### config.mk
export PLATFORM = sky130hd
export DESIGN_NAME = offset_corrected_window_stats
export DESIGN_NICKNAME = d
export VERILOG_FILES = /design/src/sv/ocws_pkg.sv /design/src/sv/offset_corrected_window_stats.sv
export SDC_FILE = /design/constraint.sdc
export NUM_CORES = 2
export LEC_CHECK = 0
export ABC_CLOCK_PERIOD_IN_PS = 32400
export BUFFER_PORTS_ARGS = -buffer_cell sky130_fd_sc_hd__buf_4
export CELL_PAD_IN_SITES_DETAIL_PLACEMENT = 0
export CELL_PAD_IN_SITES_GLOBAL_PLACEMENT = 2
export CORE_MARGIN = 3
export CORE_UTILIZATION = 40
export CTS_BUF_LIST = sky130_fd_sc_hd__clkbuf_4 sky130_fd_sc_hd__clkbuf_8
export DETAILED_ROUTE_END_ITERATION = 10
export PLACE_DENSITY = 0.74
export REMOVE_ABC_BUFFERS = 1
export SYNTH_ARGS = -nofsm -noshare
export SYNTH_HDL_FRONTEND = slang
export SYNTH_SLANG_ARGS = --single-unit
### constraint.sdc
create_clock -name clock -period 32.4 [get_ports clock]
set_input_delay 3.24 -clock clock [delete_from_list [all_inputs] [get_ports clock]]
set_output_delay 3.24 -clock clock [all_outputs]
set_load 0.05 [all_outputs]
### src/sv/ocws_pkg.sv
// ----------------------------------------------------------------------------
// ocws_pkg
// Types and constants shared by the offset corrected window statistics block
// and its port checker.
// ----------------------------------------------------------------------------
package ocws_pkg;

   // field widths
   localparam int LINE_BITS     = 2;
   localparam int SAMPLE_BITS   = 16;
   localparam int SHIFT_BITS    = 14;
   localparam int CORR_BITS     = 17;
   localparam int LEN_BITS      = 16;
   localparam int SUM_BITS      = 32;
   localparam int CSR_IDX_BITS  = 3;
   localparam int CSR_DATA_BITS = 16;

   // block constants
   localparam int LINES      = 4;
   localparam int MAX_POINTS = 32768;
   localparam int SHIFT_BIAS = 0;
   localparam logic [LEN_BITS-1:0] LEN_RESET = 16'd1024;

   // the window sum magnitude stays within 2^30, so 31 quotient bits
   localparam int DIV_STEPS    = 31;
   localparam int DIV_CNT_BITS = $clog2(DIV_STEPS);

   // configuration register indexes
   localparam logic [CSR_IDX_BITS-1:0] REG_SHIFT_A       = 3'd0;
   localparam logic [CSR_IDX_BITS-1:0] REG_SHIFT_B       = 3'd1;
   localparam logic [CSR_IDX_BITS-1:0] REG_SHIFT_C       = 3'd2;
   localparam logic [CSR_IDX_BITS-1:0] REG_SHIFT_D       = 3'd3;
   localparam logic [CSR_IDX_BITS-1:0] REG_STATS_ENABLE  = 3'd4;
   localparam logic [CSR_IDX_BITS-1:0] REG_WINDOW_LENGTH = 3'd5;

   // per line accumulator entry
   typedef struct packed {
      logic        [LEN_BITS-1:0]    cnt;
      logic signed [SAMPLE_BITS-1:0] lo;
      logic signed [SAMPLE_BITS-1:0] hi;
      logic signed [SUM_BITS-1:0]    sum;
   } stat_entry_type;

   localparam stat_entry_type ENTRY_CLEAR = '{
      cnt: '0,
      lo:  16'sh7FFF,
      hi:  16'sh8000,
      sum: '0
   };

   // sequencer states
   typedef enum logic [1:0] {
      ST_IDLE,
      ST_READ,
      ST_DIV,
      ST_DONE
   } ocws_state_type;

endpackage

### src/sv/offset_corrected_window_stats.sv
// Sequence: the sample word is taken with the memory read, the entry is then
// updated read-modify-write, and the result is loaded into the output register;
// a window end with statistics on runs the 31-step divider before the load. A
// new sample is taken only after the result load, which waits on a result stall.
// Reset: registers return to their defaults, all line entries read as cleared,
// no result pending.
// ----------------------------------------------------------------------------
// offset_corrected_window_stats
// Per line zero shift correction with windowed min, max, average and integral,
// accumulators held in a small synchronous memory updated read-modify-write.
// ----------------------------------------------------------------------------
module offset_corrected_window_stats (
   input  logic                                      clock,
   input  logic                                      reset,
   // sample channel
   input  logic                                      req_valid,
   output logic                                      req_stall,
   input  logic        [ocws_pkg::LINE_BITS-1:0]     req_line,
   input  logic signed [ocws_pkg::SAMPLE_BITS-1:0]   req_raw_sample,
   // result channel
   output logic                                      rsp_valid,
   input  logic                                      rsp_stall,
   output logic        [ocws_pkg::LINE_BITS-1:0]     rsp_line_out,
   output logic signed [ocws_pkg::CORR_BITS-1:0]     rsp_corrected_sample,
   output logic                                      rsp_window_end,
   output logic signed [ocws_pkg::CORR_BITS-1:0]     rsp_min_value,
   output logic signed [ocws_pkg::CORR_BITS-1:0]     rsp_max_value,
   output logic signed [ocws_pkg::CORR_BITS-1:0]     rsp_avg_value,
   output logic signed [ocws_pkg::SUM_BITS-1:0]      rsp_integral_value,
   // register write channel
   input  logic                                      csr_valid,
   output logic                                      csr_ready,
   input  logic        [ocws_pkg::CSR_IDX_BITS-1:0]  csr_index,
   input  logic        [ocws_pkg::CSR_DATA_BITS-1:0] csr_wdata
);

   localparam int NLINES = ocws_pkg::LINES;

   // configuration registers
   logic signed [ocws_pkg::SHIFT_BITS-1:0] shift_ff [NLINES];
   logic                                   stats_enable_ff;
   logic        [ocws_pkg::LEN_BITS-1:0]   window_length_ff;

   // sequencer
   ocws_pkg::ocws_state_type state_ff, state_in;
   logic accept;
   logic mem_we;
   logic out_free;
   logic out_load;
   logic div_last;

   // accumulator memory and its read port
   ocws_pkg::stat_entry_type stat_mem_ff [NLINES];
   logic [NLINES-1:0]        line_valid_ff;
   ocws_pkg::stat_entry_type stat_rd_ff;
   logic                     rd_valid_ff;

   // captured sample
   logic        [ocws_pkg::LINE_BITS-1:0]   hold_line_ff;
   logic signed [ocws_pkg::SAMPLE_BITS-1:0] hold_raw_ff;

   // results of the update step
   logic signed [ocws_pkg::CORR_BITS-1:0]  hold_corr_ff;
   logic                                   hold_end_ff;
   logic                                   hold_stats_ff;
   logic signed [ocws_pkg::CORR_BITS-1:0]  hold_min_ff;
   logic signed [ocws_pkg::CORR_BITS-1:0]  hold_max_ff;
   logic signed [ocws_pkg::SUM_BITS-1:0]   hold_sum_ff;
   logic signed [ocws_pkg::SUM_BITS-1:0]   hold_prod_ff;
   logic signed [ocws_pkg::SHIFT_BITS-1:0] hold_shift_ff;

   // divider
   logic [ocws_pkg::LEN_BITS-1:0]     div_rem_ff;
   logic [ocws_pkg::DIV_STEPS-1:0]    div_quo_ff;
   logic [ocws_pkg::LEN_BITS-1:0]     divisor_ff;
   logic [ocws_pkg::DIV_CNT_BITS-1:0] div_cnt_ff;
   logic                              div_neg_ff;

   // output register
   logic                                   rsp_valid_ff;
   logic        [ocws_pkg::LINE_BITS-1:0]  rsp_line_ff;
   logic signed [ocws_pkg::CORR_BITS-1:0]  rsp_corr_ff;
   logic                                   rsp_end_ff;
   logic signed [ocws_pkg::CORR_BITS-1:0]  rsp_min_ff;
   logic signed [ocws_pkg::CORR_BITS-1:0]  rsp_max_ff;
   logic signed [ocws_pkg::CORR_BITS-1:0]  rsp_avg_ff;
   logic signed [ocws_pkg::SUM_BITS-1:0]   rsp_int_ff;

   // update step signals
   ocws_pkg::stat_entry_type cur_entry;
   ocws_pkg::stat_entry_type new_entry;
   ocws_pkg::stat_entry_type wr_entry;
   logic signed [ocws_pkg::SHIFT_BITS-1:0] line_shift;
   logic        [ocws_pkg::LEN_BITS-1:0]   len_eff;
   logic        [ocws_pkg::LEN_BITS-1:0]   new_cnt;
   logic                                   win_end;
   logic signed [ocws_pkg::SUM_BITS-1:0]   new_sum;
   logic signed [ocws_pkg::SUM_BITS-1:0]   sum_mag;
   logic signed [30:0]                     shift_len_prod;

   // divider step signals
   logic [ocws_pkg::LEN_BITS:0]   rem_shift;
   logic                          quo_bit;
   logic [ocws_pkg::LEN_BITS-1:0] rem_next;

   // result step signals
   logic signed [ocws_pkg::SUM_BITS-1:0] quo_signed;
   logic signed [ocws_pkg::SUM_BITS-1:0] avg_full;
   logic signed [ocws_pkg::SUM_BITS-1:0] int_full;

   assign csr_ready = 1'b1;

   // register writes, indexes beyond the list are dropped
   always_ff @(posedge clock) begin
      if (reset) begin
         for (int i = 0; i < NLINES; i++) begin
            shift_ff[i] <= '0;
         end
         stats_enable_ff  <= 1'b0;
         window_length_ff <= ocws_pkg::LEN_RESET;
      end else if (csr_valid && csr_ready) begin
         case (csr_index)
            ocws_pkg::REG_SHIFT_A: begin
               shift_ff[0] <= $signed(csr_wdata[ocws_pkg::SHIFT_BITS-1:0]);
            end
            ocws_pkg::REG_SHIFT_B: begin
               shift_ff[1] <= $signed(csr_wdata[ocws_pkg::SHIFT_BITS-1:0]);
            end
            ocws_pkg::REG_SHIFT_C: begin
               shift_ff[2] <= $signed(csr_wdata[ocws_pkg::SHIFT_BITS-1:0]);
            end
            ocws_pkg::REG_SHIFT_D: begin
               shift_ff[3] <= $signed(csr_wdata[ocws_pkg::SHIFT_BITS-1:0]);
            end
            ocws_pkg::REG_STATS_ENABLE: begin
               stats_enable_ff <= csr_wdata[0];
            end
            ocws_pkg::REG_WINDOW_LENGTH: begin
               window_length_ff <= csr_wdata;
            end
            default: begin
            end
         endcase
      end
   end

   // effective window length, clamped to one and to the point limit
   always_comb begin
      if (window_length_ff == '0) begin
         len_eff = ocws_pkg::LEN_BITS'(1);
      end else if (32'(window_length_ff) > ocws_pkg::MAX_POINTS) begin
         len_eff = ocws_pkg::LEN_BITS'(ocws_pkg::MAX_POINTS);
      end else begin
         len_eff = window_length_ff;
      end
   end

   // accumulator update for the captured sample
   always_comb begin
      line_shift = shift_ff[hold_line_ff] + ocws_pkg::SHIFT_BITS'(ocws_pkg::SHIFT_BIAS);
      cur_entry  = rd_valid_ff ? stat_rd_ff : ocws_pkg::ENTRY_CLEAR;
      new_sum    = cur_entry.sum + ocws_pkg::SUM_BITS'(hold_raw_ff);
      new_cnt    = cur_entry.cnt + ocws_pkg::LEN_BITS'(1);
      win_end    = new_cnt >= len_eff;

      new_entry.cnt = new_cnt;
      new_entry.sum = new_sum;
      if (cur_entry.cnt == '0) begin
         new_entry.lo = hold_raw_ff;
         new_entry.hi = hold_raw_ff;
      end else begin
         new_entry.lo = (hold_raw_ff < cur_entry.lo) ? hold_raw_ff : cur_entry.lo;
         new_entry.hi = (hold_raw_ff > cur_entry.hi) ? hold_raw_ff : cur_entry.hi;
      end
      wr_entry = win_end ? ocws_pkg::ENTRY_CLEAR : new_entry;

      sum_mag        = (new_sum < 0) ? -new_sum : new_sum;
      shift_len_prod = line_shift * $signed({1'b0, len_eff});
   end

   // restoring divider step
   always_comb begin
      rem_shift = {div_rem_ff, div_quo_ff[ocws_pkg::DIV_STEPS-1]};
      quo_bit   = rem_shift >= {1'b0, divisor_ff};
      rem_next  = quo_bit ? ocws_pkg::LEN_BITS'(rem_shift - {1'b0, divisor_ff})
                          : ocws_pkg::LEN_BITS'(rem_shift);
      div_last  = div_cnt_ff == ocws_pkg::DIV_CNT_BITS'(ocws_pkg::DIV_STEPS - 1);
   end

   // average and integral from the divider and the held product
   always_comb begin
      quo_signed = ocws_pkg::SUM_BITS'({1'b0, div_quo_ff});
      if (div_neg_ff) begin
         quo_signed = -quo_signed;
      end
      avg_full = quo_signed - ocws_pkg::SUM_BITS'(hold_shift_ff);
      int_full = hold_sum_ff - hold_prod_ff;
   end

   // next state
   always_comb begin
      state_in = state_ff;
      case (state_ff)
         ocws_pkg::ST_IDLE: begin
            if (req_valid) begin
               state_in = ocws_pkg::ST_READ;
            end
         end
         ocws_pkg::ST_READ: begin
            if (win_end && stats_enable_ff) begin
               state_in = ocws_pkg::ST_DIV;
            end else begin
               state_in = ocws_pkg::ST_DONE;
            end
         end
         ocws_pkg::ST_DIV: begin
            if (div_last) begin
               state_in = ocws_pkg::ST_DONE;
            end
         end
         ocws_pkg::ST_DONE: begin
            if (out_free) begin
               state_in = ocws_pkg::ST_IDLE;
            end
         end
         default: begin
            state_in = ocws_pkg::ST_IDLE;
         end
      endcase
   end

   // sequencer outputs
   always_comb begin
      req_stall = 1'b1;
      mem_we    = 1'b0;
      out_load  = 1'b0;
      out_free  = !rsp_valid_ff || !rsp_stall;
      case (state_ff)
         ocws_pkg::ST_IDLE: begin
            req_stall = 1'b0;
         end
         ocws_pkg::ST_READ: begin
            mem_we = 1'b1;
         end
         ocws_pkg::ST_DIV: begin
         end
         ocws_pkg::ST_DONE: begin
            out_load = out_free;
         end
         default: begin
         end
      endcase
      accept = req_valid && !req_stall;
   end

   always_ff @(posedge clock) begin
      if (reset) begin
         state_ff <= ocws_pkg::ST_IDLE;
      end else begin
         state_ff <= state_in;
      end
   end

   // accumulator memory, registered read at accept, write back in the next cycle
   always_ff @(posedge clock) begin
      if (mem_we) begin
         stat_mem_ff[hold_line_ff] <= wr_entry;
      end
      if (accept) begin
         stat_rd_ff <= stat_mem_ff[req_line];
      end
   end

   // entry valid bits, an entry not yet written reads as cleared
   always_ff @(posedge clock) begin
      if (reset) begin
         line_valid_ff <= '0;
         rd_valid_ff   <= 1'b0;
      end else begin
         if (mem_we) begin
            line_valid_ff[hold_line_ff] <= 1'b1;
         end
         if (accept) begin
            rd_valid_ff <= line_valid_ff[req_line];
         end
      end
   end

   // sample capture
   always_ff @(posedge clock) begin
      if (accept) begin
         hold_line_ff <= req_line;
         hold_raw_ff  <= req_raw_sample;
      end
   end

   // update results and divider load
   always_ff @(posedge clock) begin
      if (mem_we) begin
         hold_corr_ff  <= ocws_pkg::CORR_BITS'(hold_raw_ff) -
                          ocws_pkg::CORR_BITS'(line_shift);
         hold_min_ff   <= ocws_pkg::CORR_BITS'(new_entry.lo) -
                          ocws_pkg::CORR_BITS'(line_shift);
         hold_max_ff   <= ocws_pkg::CORR_BITS'(new_entry.hi) -
                          ocws_pkg::CORR_BITS'(line_shift);
         hold_end_ff   <= win_end;
         hold_stats_ff <= win_end && stats_enable_ff;
         hold_sum_ff   <= new_sum;
         hold_prod_ff  <= ocws_pkg::SUM_BITS'(shift_len_prod);
         hold_shift_ff <= line_shift;
         div_rem_ff    <= '0;
         div_quo_ff    <= sum_mag[ocws_pkg::DIV_STEPS-1:0];
         div_neg_ff    <= new_sum < 0;
         divisor_ff    <= len_eff;
         div_cnt_ff    <= '0;
      end else if (state_ff == ocws_pkg::ST_DIV) begin
         div_rem_ff <= rem_next;
         div_quo_ff <= {div_quo_ff[ocws_pkg::DIV_STEPS-2:0], quo_bit};
         div_cnt_ff <= div_cnt_ff + ocws_pkg::DIV_CNT_BITS'(1);
      end
   end

   // output register, statistics zero unless a window closes with stats on
   always_ff @(posedge clock) begin
      if (reset) begin
         rsp_valid_ff <= 1'b0;
      end else if (out_load) begin
         rsp_valid_ff <= 1'b1;
      end else if (!rsp_stall) begin
         rsp_valid_ff <= 1'b0;
      end
   end

   always_ff @(posedge clock) begin
      if (out_load) begin
         rsp_line_ff <= hold_line_ff;
         rsp_corr_ff <= hold_corr_ff;
         rsp_end_ff  <= hold_end_ff;
         rsp_min_ff  <= hold_stats_ff ? hold_min_ff : '0;
         rsp_max_ff  <= hold_stats_ff ? hold_max_ff : '0;
         rsp_avg_ff  <= hold_stats_ff ? avg_full[ocws_pkg::CORR_BITS-1:0] : '0;
         rsp_int_ff  <= hold_stats_ff ? int_full : '0;
      end
   end

   assign rsp_valid            = rsp_valid_ff;
   assign rsp_line_out         = rsp_line_ff;
   assign rsp_corrected_sample = rsp_corr_ff;
   assign rsp_window_end       = rsp_end_ff;
   assign rsp_min_value        = rsp_min_ff;
   assign rsp_max_value        = rsp_max_ff;
   assign rsp_avg_value        = rsp_avg_ff;
   assign rsp_integral_value   = rsp_int_ff;

endmodule

# Yosys cells after proc, flatten, opt, wreduce, memory -nomap -nowiden
# Memories as Yosys holds them, arrays and structs flattened. A register that Yosys moved wholly into a read port is not among the register bits.
# Cells that the tools add are included.
[word_totals]
mem_bits_ro = 0
ram_bits = 376
latch_bits = 0
reg_bits = 345
output_inout_bits = 106
inputBits = 42
mem_count = 2
[mem_list]
columns = ["memory", "depth", "width", "read_ports", "rd_ports_with_merged_regs", "wr", "line", "text"]
rows = [
  ["stat_mem_ff", 4, 80, 1, 1, 1, "offset_corrected_window_stats.sv:53", "ocws_pkg::stat_entry_type stat_mem_ff [NLINES];"],
  ["shift_ff", 4, 14, 1, 1, 4, "offset_corrected_window_stats.sv:40", "logic signed [ocws_pkg::SHIFT_BITS-1:0] shift_ff [NLINES];"],
]
[op_classes]
n_lt_le_gt_ge = 9
n_eq_ne = 13
add_sub_neg = 11
n_mux = 51
div = 0
bitwise = 5
n_shift = 0
reduce_logical = 14
mul = 1
[ops]
columns = ["op", "n"]
rows = [
  ["$mux 80", 2],
  ["$mux 31", 3],
  ["$mux 16", 5],
  ["$mux 14", 4],
  ["$sub 16x14->17", 3],
  ["$add 32x16->32", 1],
  ["$logic_not 16->1", 2],
  ["$lt 32x1->1 const B", 1],
  ["$mux 32", 1],
  ["$sub 32x31->32", 1],
  ["$mul 14x17->31", 1],
  ["$neg 31->31", 1],
  ["$mux 1", 28],
  ["$ge 17x16->1", 1],
  ["$mux 17", 1],
  ["$neg 17->17", 1],
  ["$sub 17x14->17", 1],
  ["$add 16x1->16 const B", 1],
  ["$ge 16x16->1", 1],
  ["$gt 16x16->1", 1],
  ["$gt 16x16->1 const B", 1],
  ["$lt 16x16->1", 1],
  ["$sub 16x16->16", 1],
  ["$mux 2", 4],
  ["other kinds (24)", 37],
]

# Longest topological paths before layout
[depth]
ltp_word = 7
mapped_depth = 31

# Worst setup path after synthesis
# OpenSTA, ideal clock, no wires.
[synth_timing]
kind = "input port to flip-flop"
from = "input rsp_stall"
to = "register rsp_avg_ff (netlist bit rsp_avg_value[0]), enable pin"
t_arrival_ps = 10702
path_buffers = 0
cell_stages = 1
setup_time_ps = 721
slack_ps = 20977
path_cell_list = "a21boi_0"
[synth_between]
elab_chain_cells = 3
[synth_rtl]
columns = ["element", "line", "text"]
rows = [
  ["start, declared", "offset_corrected_window_stats.sv:22", "input logic rsp_stall,"],
  ["$logic_not 1->1", "-", ""],
  ["$logic_or 1x1->1", "offset_corrected_window_stats.sv:237", "out_free = !rsp_valid_ff || !rsp_stall;"],
  ["$mux 1", "offset_corrected_window_stats.sv:238", "case (state_ff)"],
  ["end signal, assigned", "offset_corrected_window_stats.sv:341", "rsp_avg_ff <= hold_stats_ff ? avg_full[ocws_pkg::CORR_BITS-1:0] : '0;"],
  ["end, declared", "offset_corrected_window_stats.sv:86", "logic signed [ocws_pkg::CORR_BITS-1:0] rsp_avg_ff;"],
]
# Every way passes these cells.
# A chain may end at the register's enable or synchronous reset.

==> reports/results.tsv <==
stage	metric	value	unit
outcome	status	finished clean	
worst_setup_path	CP Max Fanout	25	
synthesis	ys flop type	edfxtp_1	
sta	Worst Skew	0.0458	ns
die	Starting Density	40.4	%
synthesis	register area share after synthesis	51.1	%
clock_network	hold_buf cts	0	
sta	Final period util	25.9	%
worst_setup_path	worst path arrival time	8.93	ns
cells_and_area	commonest non-fill, non-tap cell in the layout	edfxtp_1	
place	placed cell count	5392	
clock_network	# Post-CTS Setup Buffers	0	
sta	Slew Limit Fails	0	
synthesis	Post-Syn Area	0.0462	mm^2
worst_setup_path	Critical Path Sink Type	flip-flop	
hold_path	HP Class	flip-flop to flip-flop	
routing	drt first-iter violations	1828	
grt	number of global-route vias before repair	30200	
grt	largest net degree at the start of global routing	69	
sta	Peak Freq	119	MHz
synthesis	Mapped Cells	3807	
power	peak supply drop	95.7	uV
run	maxcap violations	0	
cells_and_area	commonest cells after routing, fill and taps aside	edfxtp_1 (754), inv_1 (379), nor2_1 (321)	
clock_network	CTS H-tree lvls	4	
die	core area	0.115	mm^2
grt	All-Layer GR Usage	20.5	%
grt	met1 Track Usage GR	28.3	%
routing	WL per Instance	21.5	um
clock_network	Post-CTS Resized	0	
place	Detail Placement HPWL	85800	um
synthesis	Synth Register Bits	802	
die	Die Y	346	um
cells_and_area	layout cells sized above 1	14.3	%
clock_network	Root Buffer	clkbuf_8	
synthesis	post-synthesis cell type count	88	
clock_network	CTS tree	yes	
power	cell leakage power	20.8	nW
synthesis	Async SR Flop Fraction	0	%
sta	Slew HR	27.3	%
cells_and_area	final non-filler cell total	5653	
cells_and_area	final-layout fill cell count	10600	
grt	initial antenna violation count	3	
clock_network	clk buf depth	3	
die	die span in x	346	um
clock_network	# clock sinks	802	
worst_setup_path	crit path kind	flip-flop to flip-flop	
grt	layer with the highest usage	met2	
cells_and_area	Area Growth Syn to Fin	13.2	%
sta	min cycle time layout	8.38	ns
place	routability cong.	0.844	
worst_setup_path	Setup crit start kind	flip-flop	
grt	first-pass GRT wire length	186000	um
worst_setup_path	worst path required time	32.95	ns
clock_network	clk slew on worst S/H paths	0.06	ns
synthesis	Syn. warnings	0	
routing	wirelength, routed	122000	um
synthesis	Post-synth EDFFs	754	
die	# IOs	148	
grt	met2 GRT Util	32.7	%
routing	post-DR vias/cell	5.14	
sta	RSZ-0062 raised after global routing	no	
routing	Routed Antenna Nets	0	
place	IO Port Bufs	146	
grt	met3 Use GR	3.96	%
grt	grt ovf	0	
routing	DR vias	29100	
routing	drc violations	0	
sta	Slew @ Worst Pin	1.09	ns
cells_and_area	Nets	4555	
die	Cell Rows	124	
routing	drt pass-1 iters	5	
sta	Final Setup Violations	0	
synthesis	syn avg cell area	12.1	um^2
sta	TNS Setup	0	ns
clock_network	CTS buffer count	146	
clock_network	Clock Latency Late Sink	0.84	ns
die	die area	0.120	mm^2
power	PwrDens	87.1	mW/mm^2
sta	Fin. Hold Viols	0	
## Yosys cell counts, types with 18 or more instances
master / n / area (um^2)
edfxtp_1: 754 / 22600
clkbuf_1: 103 / 387
mux4_2: 84 / 1890
and3_1: 18 / 113
nor2b_1: 71 / 444
nand4_1: 26 / 163
a21o_1: 57 / 428
o21ai_0: 99 / 495
nor2_1: 322 / 1210
fa_1: 173 / 3460
nand2_1: 274 / 1030
o21a_1: 31 / 233
xnor2_1: 130 / 1140
mux2_2: 21 / 236
inv_1: 380 / 1430
a21oi_1: 155 / 776
a211oi_1: 26 / 195
nor3_1: 45 / 225
nand2b_1: 33 / 206
xor2_1: 47 / 412
and2_1: 210 / 1310
nand3_1: 45 / 225
dfxtp_1: 48 / 961
ha_1: 312 / 3900
mux2i_1: 59 / 591
## critical path, cell delays in order, from the launching register on
cell      delay (ns)
dfxtp_1         1.03
nand2_1         0.16
o21ai_2         0.10
buf_4           0.39
clkinv_1        0.41
fa_1            0.63
inv_1           0.06
fa_1            0.41
inv_1           0.09
fa_1            0.42
fa_1            0.46
fa_1            0.51
inv_1           0.05
fa_1            0.47
inv_1           0.04
ha_1            0.33
a21o_1          0.20
a21o_1          0.16
a21o_1          0.17
a21o_1          0.17
a21o_1          0.17
a211oi_1        0.35
o21a_1          0.20
or4b_2          0.63
a31o_2          0.26
a21oi_1         0.16
xnor2_1         0.08
## cell families (layout without fill, tap and decap cells)
| logic type | Yosys count | count (layout) | share of synthesized area [%] |
|---|---|---|---|
| other cells | 1 | 2 | 0.00811 |
| compound gates | 527 | 527 | 7.41 |
| simple gates | 1127 | 1127 | 12.0 |
| buf+inv | 522 | 855 | 4.26 |
| xor+xnor | 179 | 179 | 3.42 |
| fa+ha+maj | 485 | 485 | 15.9 |
| mux | 164 | 164 | 5.88 |
| flops | 802 | 802 | 51.1 |
## final timing paths
path / cells past startpoint / to / from / slack [ns]
worst min-delay path: 0 / rsp_corrected_sample[6] / hold_corr_ff[6] / 0.42
worst max register to register: 26 / hold_prod_ff[30] / flip-flop / 24.02
worst min register to register: 0 / rsp_corrected_sample[6] / hold_corr_ff[6] / 0.42
worst max-delay path: 26 / hold_prod_ff[30] / flip-flop / 24.02
## per-stage QoR
step / hold slack (ns) / power, mW / worst slack (ns) / cell area, um^2 / util [%]
final: 0.416 / 4.56 / 24.02 / 52300 / 45.7
after global routing: 0.430 / 4.89 / 23.46 / 52300 / 45.7
after CTS: 0.416 / 4.62 / 23.90 / 52300 / 45.7
after detailed placement: 0.405 / 3.57 / 23.90 / 49200 / 43.0
after global placement: 0.404 / 3.57 / 24.02 / 49200 / 43.0
after floorplan: 0.400 / 2.95 / 20.98 / 45700 / -
## cell type report
class,instances,area (um^2),share of cell area [%]
clock buffer,182,2290,4.37
multi-input combinational,2483,20700,39.6
sequential,802,23600,45.1
inverter,398,1500,2.86
antenna,1,2.50,0.00478
clock inverter,78,810,1.55
timing repair buffer,197,1500,2.87
tap,1512,1890,3.61
## state kept, by name, indices dropped and copies added (netlist names), 14 cells and up, named ones only
signal                flops
window_length_ff         16
div_quo_ff               31
rsp_max_value            17
hold_corr_ff             17
hold_raw_ff              16
hold_prod_ff             31
hold_max_ff              17
rsp_avg_value            17
rsp_integral_value       32
hold_min_ff              17
hold_shift_ff            14
rsp_min_value            17
stat_rd_ff               80
hold_sum_ff              32
div_rem_ff               16
stat_mem_ff             320
divisor_ff               16
shift_ff                 56
rsp_corrected_sample     17
## where the power goes
group / switching (mW) / internal [mW]
clock network: 0.443 / 0.582
logic: 1.21 / 0.722
registers: 0.105 / 1.50
## routing by layer
layer / wire length (um) / share of wire (%)
met5: 0 / 0
met4: 3130 / 2.6
met3: 6190 / 5.1
met2: 56600 / 46
met1: 55800 / 46
(Power assumes the default switching activity.)
